===== config.mk =====
export PLATFORM = sky130hd
export DESIGN_NAME = matrix_multiply
export DESIGN_NICKNAME = d
export VERILOG_FILES = /design/src/hw/rtl/mm_pkg.sv /design/src/hw/rtl/mm_cfg.sv /design/src/hw/rtl/mm_ctrl.sv /design/src/hw/rtl/mm_dpath.sv /design/src/hw/rtl/matrix_multiply.sv
export SDC_FILE = /design/constraint.sdc
export NUM_CORES = 2
export LEC_CHECK = 0
export ABC_CLOCK_PERIOD_IN_PS = 11080
export BUFFER_PORTS_ARGS = -buffer_cell sky130_fd_sc_hd__buf_2
export CORE_UTILIZATION = 35
export CTS_CLUSTER_DIAMETER = 80
export CTS_CLUSTER_SIZE = 25
export DETAILED_ROUTE_END_ITERATION = 8
export HOLD_SLACK_MARGIN = 0.12
export MAX_ROUTING_LAYER = met4
export SETUP_SLACK_MARGIN = 0.1
export SYNTH_ARGS = -nofsm -noshare
export SYNTH_HDL_FRONTEND = slang
export SYNTH_SLANG_ARGS = --single-unit

===== constraint.sdc =====
create_clock -name clk_i -period 11.08 [get_ports clk_i]
set_clock_uncertainty 0.15 [all_clocks]
set_input_delay 0 -clock clk_i [delete_from_list [all_inputs] [get_ports clk_i]]
set_output_delay 0 -clock clk_i [all_outputs]
set_load 0.1 [all_outputs]

===== src/hw/rtl/mm_pkg.sv =====
// Shared constants, types and helpers for the fixed-point matrix multiply.
// No dependencies; imported by mm_cfg, mm_ctrl, mm_dpath and matrix_multiply.
`default_nettype none

package mm_pkg;

  localparam int unsigned MAX_DIM = 8;
  localparam int unsigned DIM_W   = 4;                    // size register width
  localparam int unsigned IDX_W   = $clog2(MAX_DIM);      // row / column / inner index
  localparam int unsigned DEPTH   = MAX_DIM * MAX_DIM;    // entries per store
  localparam int unsigned ADDR_W  = $clog2(DEPTH);
  localparam int unsigned CNT_W   = ADDR_W + 1;           // counts reach DEPTH
  localparam int unsigned VAL_W   = 16;                   // Q8.8 element
  localparam int unsigned PROD_W  = 2 * VAL_W;            // Q16.16 product
  localparam int unsigned SUM_W   = 35;                   // Q19.16 sum
  localparam int unsigned PADDR_W = 4;
  localparam int unsigned PDATA_W = 32;

  // register indexes (word address)
  typedef enum logic [1:0] {
    REG_ROWS_M  = 2'd0,
    REG_COLS_N  = 2'd1,
    REG_INNER_K = 2'd2,
    REG_NONE    = 2'd3
  } reg_idx_e;

  // effective sizes, each 1..MAX_DIM
  typedef struct packed {
    logic [DIM_W-1:0] m;
    logic [DIM_W-1:0] n;
    logic [DIM_W-1:0] k;
  } dims_t;

  // one store write plus the compute launch
  typedef struct packed {
    logic              a_we;
    logic              b_we;
    logic [ADDR_W-1:0] addr;
    logic [VAL_W-1:0]  data;
    logic              go;
  } load_t;

  // map a raw size register onto the legal range
  function automatic logic [DIM_W-1:0] eff_dim(input logic [DIM_W-1:0] r);
    logic [DIM_W-1:0] res;
    if (r == '0) begin
      res = DIM_W'(1);
    end else if (r > DIM_W'(MAX_DIM)) begin
      res = DIM_W'(MAX_DIM);
    end else begin
      res = r;
    end
    return res;
  endfunction

endpackage

`default_nettype wire


===== src/hw/rtl/mm_cfg.sv =====
// APB-style register file for the three size registers.
// Depends on mm_pkg; hands clamped sizes to the load and compute logic.
`default_nettype none

module mm_cfg (
  input  wire logic                        clk_i,
  input  wire logic                        rst_ni,
  input  wire logic                        psel,
  input  wire logic                        penable,
  input  wire logic                        pwrite,
  input  wire logic [mm_pkg::PADDR_W-1:0]  paddr,
  input  wire logic [mm_pkg::PDATA_W-1:0]  pwdata,
  output logic      [mm_pkg::PDATA_W-1:0]  prdata,
  output logic                             pready,
  output mm_pkg::dims_t                    dims_o
);
  import mm_pkg::*;

  logic [DIM_W-1:0] rows_q, cols_q, inner_q;
  reg_idx_e         idx;
  logic             wr_en;

  assign idx    = reg_idx_e'(paddr[PADDR_W-1:2]);
  assign wr_en  = psel && penable && pwrite;
  assign pready = 1'b1;

  // write the addressed size register, drop writes beyond the list
  always_ff @(posedge clk_i or negedge rst_ni) begin
    if (!rst_ni) begin
      rows_q  <= DIM_W'(MAX_DIM);
      cols_q  <= DIM_W'(MAX_DIM);
      inner_q <= DIM_W'(MAX_DIM);
    end else if (wr_en) begin
      unique case (idx)
        REG_ROWS_M:  rows_q  <= pwdata[DIM_W-1:0];
        REG_COLS_N:  cols_q  <= pwdata[DIM_W-1:0];
        REG_INNER_K: inner_q <= pwdata[DIM_W-1:0];
        default:     ;
      endcase
    end
  end

  // read back the raw register values
  always_comb begin
    unique case (idx)
      REG_ROWS_M:  prdata = PDATA_W'(rows_q);
      REG_COLS_N:  prdata = PDATA_W'(cols_q);
      REG_INNER_K: prdata = PDATA_W'(inner_q);
      default:     prdata = '0;
    endcase
  end

  assign dims_o.m = eff_dim(rows_q);
  assign dims_o.n = eff_dim(cols_q);
  assign dims_o.k = eff_dim(inner_q);

endmodule

`default_nettype wire


===== src/hw/rtl/mm_ctrl.sv =====
// Load control: element counts, store write requests, completion check, busy.
// Depends on mm_pkg; drives the store writes of mm_dpath.
`default_nettype none

module mm_ctrl (
  input  wire logic                      clk_i,
  input  wire logic                      rst_ni,
  input  wire logic                      start,
  output logic                           busy,
  input  wire logic                      mode_i,
  input  wire logic [mm_pkg::VAL_W-1:0]  value_i,
  input  mm_pkg::dims_t                  dims_i,
  input  wire logic                      done_i,
  output mm_pkg::load_t                  load_o
);
  import mm_pkg::*;

  logic [CNT_W-1:0] a_cnt_q, a_cnt_d, b_cnt_q, b_cnt_d;
  logic [CNT_W-1:0] a_size, b_size, a_next, b_next;
  logic             busy_q, busy_d;
  logic             accept, load_a, load_b, trigger;
  logic [2*DIM_W-1:0] a_prod, b_prod;

  assign a_prod = dims_i.m * dims_i.k;
  assign b_prod = dims_i.k * dims_i.n;
  assign a_size = a_prod[CNT_W-1:0];
  assign b_size = b_prod[CNT_W-1:0];

  assign accept = start && !busy_q;
  assign load_a = accept && !mode_i && (a_cnt_q < a_size);
  assign load_b = accept &&  mode_i && (b_cnt_q < b_size);
  assign a_next = a_cnt_q + CNT_W'(load_a);
  assign b_next = b_cnt_q + CNT_W'(load_b);

  // launch the multiply once both matrices are complete
  assign trigger = accept && (a_next >= a_size) && (b_next >= b_size);

  always_comb begin
    a_cnt_d = trigger ? '0 : a_next;
    b_cnt_d = trigger ? '0 : b_next;
    busy_d  = busy_q;
    if (trigger) begin
      busy_d = 1'b1;
    end else if (done_i) begin
      busy_d = 1'b0;
    end
  end

  always_ff @(posedge clk_i or negedge rst_ni) begin
    if (!rst_ni) begin
      a_cnt_q <= '0;
      b_cnt_q <= '0;
      busy_q  <= 1'b0;
    end else begin
      a_cnt_q <= a_cnt_d;
      b_cnt_q <= b_cnt_d;
      busy_q  <= busy_d;
    end
  end

  assign busy        = busy_q;
  assign load_o.a_we = load_a;
  assign load_o.b_we = load_b;
  assign load_o.addr = mode_i ? b_cnt_q[ADDR_W-1:0] : a_cnt_q[ADDR_W-1:0];
  assign load_o.data = value_i;
  assign load_o.go   = trigger;

endmodule

`default_nettype wire


===== src/hw/rtl/mm_dpath.sv =====
// Element stores and the multiply-accumulate pipeline with its index sequencer.
// Depends on mm_pkg; takes writes and the launch from mm_ctrl.
`default_nettype none

module mm_dpath (
  input  wire logic                      clk_i,
  input  wire logic                      rst_ni,
  input  mm_pkg::load_t                  load_i,
  input  mm_pkg::dims_t                  dims_i,
  output logic                           result_valid_o,
  output logic [mm_pkg::SUM_W-1:0]       sum_o,
  output logic [mm_pkg::IDX_W-1:0]       row_o,
  output logic [mm_pkg::IDX_W-1:0]       col_o,
  output logic                           last_o,
  output logic                           done_o
);
  import mm_pkg::*;

  typedef enum logic {ST_IDLE, ST_RUN} state_e;

  typedef struct packed {
    logic             first;   // first product of a dot product
    logic             fin;     // final product of a dot product
    logic             last_el; // final result element
    logic [IDX_W-1:0] row;
    logic [IDX_W-1:0] col;
  } tag_t;

  logic [VAL_W-1:0] a_mem [DEPTH];
  logic [VAL_W-1:0] b_mem [DEPTH];
  logic [VAL_W-1:0] a_rd_q, b_rd_q;

  state_e           state_q;
  logic [IDX_W-1:0] i_q, j_q, t_q;
  logic [IDX_W-1:0] m_last, n_last, k_last;
  logic [CNT_W-1:0] a_lin, b_lin;
  logic             issue;
  tag_t             tag;

  logic             s1_vld_q, s2_vld_q;
  tag_t             s1_tag_q, s2_tag_q;
  logic signed [PROD_W-1:0] prod_q;
  logic signed [SUM_W-1:0]  acc_q, acc_d;

  logic             res_vld_q, last_q;
  logic [SUM_W-1:0] sum_q;
  logic [IDX_W-1:0] row_q, col_q;

  assign m_last = IDX_W'(dims_i.m - DIM_W'(1));
  assign n_last = IDX_W'(dims_i.n - DIM_W'(1));
  assign k_last = IDX_W'(dims_i.k - DIM_W'(1));

  // row-major addresses of A[i][t] and B[t][j]
  assign a_lin = CNT_W'(i_q) * CNT_W'(dims_i.k) + CNT_W'(t_q);
  assign b_lin = CNT_W'(t_q) * CNT_W'(dims_i.n) + CNT_W'(j_q);

  assign issue       = (state_q == ST_RUN);
  assign tag.first   = (t_q == '0);
  assign tag.fin     = (t_q == k_last);
  assign tag.last_el = (i_q == m_last) && (j_q == n_last);
  assign tag.row     = i_q;
  assign tag.col     = j_q;

  // store writes and registered reads
  always_ff @(posedge clk_i) begin
    if (load_i.a_we) begin
      a_mem[load_i.addr] <= load_i.data;
    end
    if (load_i.b_we) begin
      b_mem[load_i.addr] <= load_i.data;
    end
    a_rd_q <= a_mem[a_lin[ADDR_W-1:0]];
    b_rd_q <= b_mem[b_lin[ADDR_W-1:0]];
  end

  // step t, then j, then i; stop after the last product
  always_ff @(posedge clk_i or negedge rst_ni) begin
    if (!rst_ni) begin
      state_q <= ST_IDLE;
      i_q     <= '0;
      j_q     <= '0;
      t_q     <= '0;
    end else begin
      unique case (state_q)
        ST_IDLE: begin
          i_q <= '0;
          j_q <= '0;
          t_q <= '0;
          if (load_i.go) begin
            state_q <= ST_RUN;
          end
        end
        ST_RUN: begin
          if (t_q != k_last) begin
            t_q <= t_q + IDX_W'(1);
          end else begin
            t_q <= '0;
            if (j_q != n_last) begin
              j_q <= j_q + IDX_W'(1);
            end else begin
              j_q <= '0;
              if (i_q != m_last) begin
                i_q <= i_q + IDX_W'(1);
              end else begin
                state_q <= ST_IDLE;
              end
            end
          end
        end
        default: state_q <= ST_IDLE;
      endcase
    end
  end

  // pipeline valid flags and the result strobe
  always_ff @(posedge clk_i or negedge rst_ni) begin
    if (!rst_ni) begin
      s1_vld_q  <= 1'b0;
      s2_vld_q  <= 1'b0;
      res_vld_q <= 1'b0;
    end else begin
      s1_vld_q  <= issue;
      s2_vld_q  <= s1_vld_q;
      res_vld_q <= s2_vld_q && s2_tag_q.fin;
    end
  end

  // accumulate the running dot product
  assign acc_d = (s2_tag_q.first ? '0 : acc_q) + SUM_W'(prod_q);

  // multiply, accumulate and hold the finished sum
  always_ff @(posedge clk_i) begin
    s1_tag_q <= tag;
    s2_tag_q <= s1_tag_q;
    prod_q   <= $signed(a_rd_q) * $signed(b_rd_q);
    if (s2_vld_q) begin
      acc_q <= acc_d;
    end
    if (s2_vld_q && s2_tag_q.fin) begin
      sum_q  <= acc_d;
      row_q  <= s2_tag_q.row;
      col_q  <= s2_tag_q.col;
      last_q <= s2_tag_q.last_el;
    end
  end

  assign result_valid_o = res_vld_q;
  assign sum_o          = sum_q;
  assign row_o          = row_q;
  assign col_o          = col_q;
  assign last_o         = last_q;
  assign done_o         = res_vld_q && last_q;

endmodule

`default_nettype wire


===== src/hw/rtl/matrix_multiply.sv =====
// Top level of the fixed-point matrix multiply: register port, load control, datapath.
// Depends on mm_pkg, mm_cfg, mm_ctrl and mm_dpath.
`default_nettype none

// While busy is low, start with mode_i and value_i is taken at every clock
// edge. The load that completes both matrices raises busy; the block then
// runs one multiply-accumulate per cycle through a single shared multiplier
// fed by the two element memories, and emits the M*N results in row-major
// order. Busy drops in the cycle after the strobe of the result marked
// last. Each result is valid for one cycle only and must be taken then.
// Size registers may be written only while busy is low.
module matrix_multiply (
  input  wire logic                        clk_i,
  input  wire logic                        rst_ni,
  input  wire logic                        start,
  output logic                             busy,
  input  wire logic                        mode_i,
  input  wire logic [mm_pkg::VAL_W-1:0]    value_i,
  output logic                             result_valid_o,
  output logic      [mm_pkg::SUM_W-1:0]    sum_o,
  output logic      [mm_pkg::IDX_W-1:0]    row_o,
  output logic      [mm_pkg::IDX_W-1:0]    col_o,
  output logic                             last_o,
  input  wire logic                        psel,
  input  wire logic                        penable,
  input  wire logic                        pwrite,
  input  wire logic [mm_pkg::PADDR_W-1:0]  paddr,
  input  wire logic [mm_pkg::PDATA_W-1:0]  pwdata,
  output logic      [mm_pkg::PDATA_W-1:0]  prdata,
  output logic                             pready
);
  import mm_pkg::*;

  dims_t dims;
  load_t load;
  logic  done;

  mm_cfg u_cfg (
    .clk_i   (clk_i),
    .rst_ni  (rst_ni),
    .psel    (psel),
    .penable (penable),
    .pwrite  (pwrite),
    .paddr   (paddr),
    .pwdata  (pwdata),
    .prdata  (prdata),
    .pready  (pready),
    .dims_o  (dims)
  );

  mm_ctrl u_ctrl (
    .clk_i   (clk_i),
    .rst_ni  (rst_ni),
    .start   (start),
    .busy    (busy),
    .mode_i  (mode_i),
    .value_i (value_i),
    .dims_i  (dims),
    .done_i  (done),
    .load_o  (load)
  );

  mm_dpath u_dpath (
    .clk_i          (clk_i),
    .rst_ni         (rst_ni),
    .load_i         (load),
    .dims_i         (dims),
    .result_valid_o (result_valid_o),
    .sum_o          (sum_o),
    .row_o          (row_o),
    .col_o          (col_o),
    .last_o         (last_o),
    .done_o         (done)
  );

endmodule

`default_nettype wire


==> impl_metrics.yaml <==
synth:
  netlist_instances: 5122
  ys_async_sr_fraction_pct: 1.780
  synth-seq-area-share_pct: 67.73
  ys_types: 69
  syn-cell-area_mm2: 0.09811
  ys_seq_elements: 2247
  ys.flop_type: "edfxtp_1"
  synth-edff-count: 2125
  yosys_warnings: 0
  avgSynthCellArea_um2: 19.16
timing:
  holdWs_ns: 0.1592
  fmax_mhz: 126.3
  slew_headroom_pct: 10.36
  postLayoutSetupSlackWorst_ns: 3.163
  finalSetupViolCount: 0
  rsz0062_at_grt: "no"
  hold_viol_final: 0
  tns_ns: 0
  min_period_ns: 7.917
  tightestPinTransition_ns: 1.337
  fin_crit_sh_pct: 71.45
  slew_viol_final: 0
route:
  num_vias: 47250
  drt_iter0_drc: 4563
  vias_per_cell: 5.182
  wl_per_cell_um: 24.97
  ant_nets: 0
  drt_pass1_iterations: 5
  drc_errors: 0
  postRouteWirelength_um: 227700
setup_path:
  crit_type: "flip-flop to flip-flop"
  worst_path_largest_cell_delay_ns: 0.70
  cp_common_cell: "a21o_1"
  worst-path-max-fanout: 11
  crit_slowest_cell: "dfstp_2"
  cp.required_ns: 11.66
  cp-end-kind: "flip-flop"
  rr_worst_depth: 26
  r2r_start: "u_cfg.inner_q[3]"
  startpoint_type: "flip-flop"
  cpLargestDelayFamily: "adder cells"
  crit_buf_inv: 3
  r2r_slack_ns: 3.16
  arrival_ns: 8.50
  worstReg2RegEnd: "u_dpath.issue"
clock_network:
  clk_latency_ns: 0.80
  cts.htree.levels: 3
  postCtsSetupBuffers: 0
  cts_made_buffers: 108
  cts_hold_buffers: 56
  cts.sinks: 2247
  cts_tree: "built"
  clk_pin_slew_worst_paths_ns: 0.09
  cts_buffer_depth: 3
  cts_resized: 0
  cts_root_buf: "clkbuf_16"
min_path:
  hp-class: "input pin to flip-flop"
  hp-start: "value_i[5]"
  min_to: "u_dpath.a_mem[2][5]"
  worst_hold_path.num_cells: 2
global_route:
  antenna_found_initial: 17
  grt_pass1_vias: 48950
  grt_max_degree: 110
  grt_first_pass_wirelength_um: 335300
  gr-total-overflow: 0
  grt_use_total_pct: 16.50
cells_and_area:
  drive_gt1_share_pct: 20.51
  area_growth_pct: 9.872
  design_area_mm2: 0.1078
  final_cell_mix: "edfxtp_1 (2125), mux4_2 (640), inv_1 (347)"
  final_common_cell: "edfxtp_1"
  final_nets: 5857
status:
  status: "finished clean"
floorplanning:
  dieHeight_um: 531.5
  initial_core_util_pct: 35.15
  rows: 194
  fp.dieW_um: 531.5
  dieArea_mm2: 0.2825
  coreArea_mm2: 0.2791
  pin_count: 136
placed_design:
  gp_congestion: 0.8133
  place_ws_ns: 3.329
  placedInstanceArea_mm2: 0.1039
  numPortBuffers: 76
  dp_hpwl_um: 135100
job:
  cap_violations: 0
-- registers in the layout, summed over array words and instances (netlist names), 3 cells and up --
signal and flops:
u_ctrl.b_cnt_q 7, u_dpath.sum_o 35, u_dpath.b_rd_q 16, u_dpath.t_q 3
u_dpath.s2_tag_q 9, u_cfg.cols_q 4, u_dpath.s1_tag_q 9, u_dpath.acc_q 35
u_dpath.prod_q 32, u_dpath.row_o 3, u_dpath.i_q 3, u_dpath.a_rd_q 16
u_dpath.b_mem 1024, u_dpath.col_o 3, u_cfg.inner_q 4, u_cfg.rows_q 4
u_ctrl.a_cnt_q 7, u_dpath.j_q 3, u_dpath.a_mem 1024
-- worst max path at each step --
| stage | endpoint | slack [ns] | from | cells past startpoint |
|---|---|---|---|---|
| 6_report | u_dpath.issue | 3.16 | u_cfg.inner_q[3] | 26 |
| 2_1_floorplan | u_dpath.issue | 4.11 | u_cfg.inner_q[3] | 26 |
| 5_1_grt | u_dpath.issue | 2.85 | u_cfg.inner_q[3] | 26 |
| 3_3_place_gp | u_dpath.issue | 3.29 | u_cfg.inner_q[3] | 26 |
| 4_1_cts | u_dpath.issue | 3.27 | u_cfg.inner_q[3] | 26 |
| 3_5_place_dp | u_ctrl.b_cnt_q[1] | 3.33 | u_cfg.inner_q[3] | 26 |
-- Yosys cell counts, drive strengths merged (22+ instances only) --
cell type	n	area share (%)
dfxtp	82	1.7
nand2	197	0.75
a21oi	107	0.55
nand2b	28	0.18
nor2	201	0.77
and2	122	0.78
ha	187	2.4
fa	279	5.7
xnor2	82	0.73
a21o	41	0.31
mux4	640	15
nor2b	79	0.50
buf	81	0.45
xor2	30	0.27
inv	348	1.3
clkbuf	153	0.59
edfxtp	2125	65
nand3	22	0.11
dfrtp	37	0.94
a211oi	36	0.28
mux2i	38	0.39
o21ai	45	0.23
-- per-stage QoR --
stage / instances / util (%)
4_1_cts: 9111 / 38.61
3_3_place_gp: 8890 / 37.22
6_report: 9119 / 38.62
3_5_place_dp: 8890 / 37.22
5_1_grt: 9118 / 38.62
2_1_floorplan: 5149 / -
-- layout make-up --
class                      instances  area, um^2
inverter                         348        1306
tap                             3724        4659
antenna                            8       20.02
multi-input combinational       2320       29650
sequential                      2247       66460
timing repair buffer             307        2442
clock inverter                    31       451.7
clock buffer                     134        2811
fill                           25250      171300
-- routing by layer --
layer	up-vias	routed length, um	GRT usage [%]
li1	20160	-	-
met1	25560	100600	22.89
met2	1333	109000	25.96
met3	205	14340	2.417
met4	0	3839	3.301
met5	-	0	-
-- kinds of logic after synthesis --
family,Yosys count,share of synthesized area (%)
other,2,0.007654
buffers and inverters,582,2.366
xor gates and xnor gates,112,0.9998
muxes,692,15.24
DFF,2247,67.73
adders and majority gates,468,8.098
and+or+nand+nor,704,3.450
AOI/OAI and AO/OA,315,2.105
Power is not shown: default switching activity piles up to over one toggle a cycle in this logic, so the estimate is an artifact.
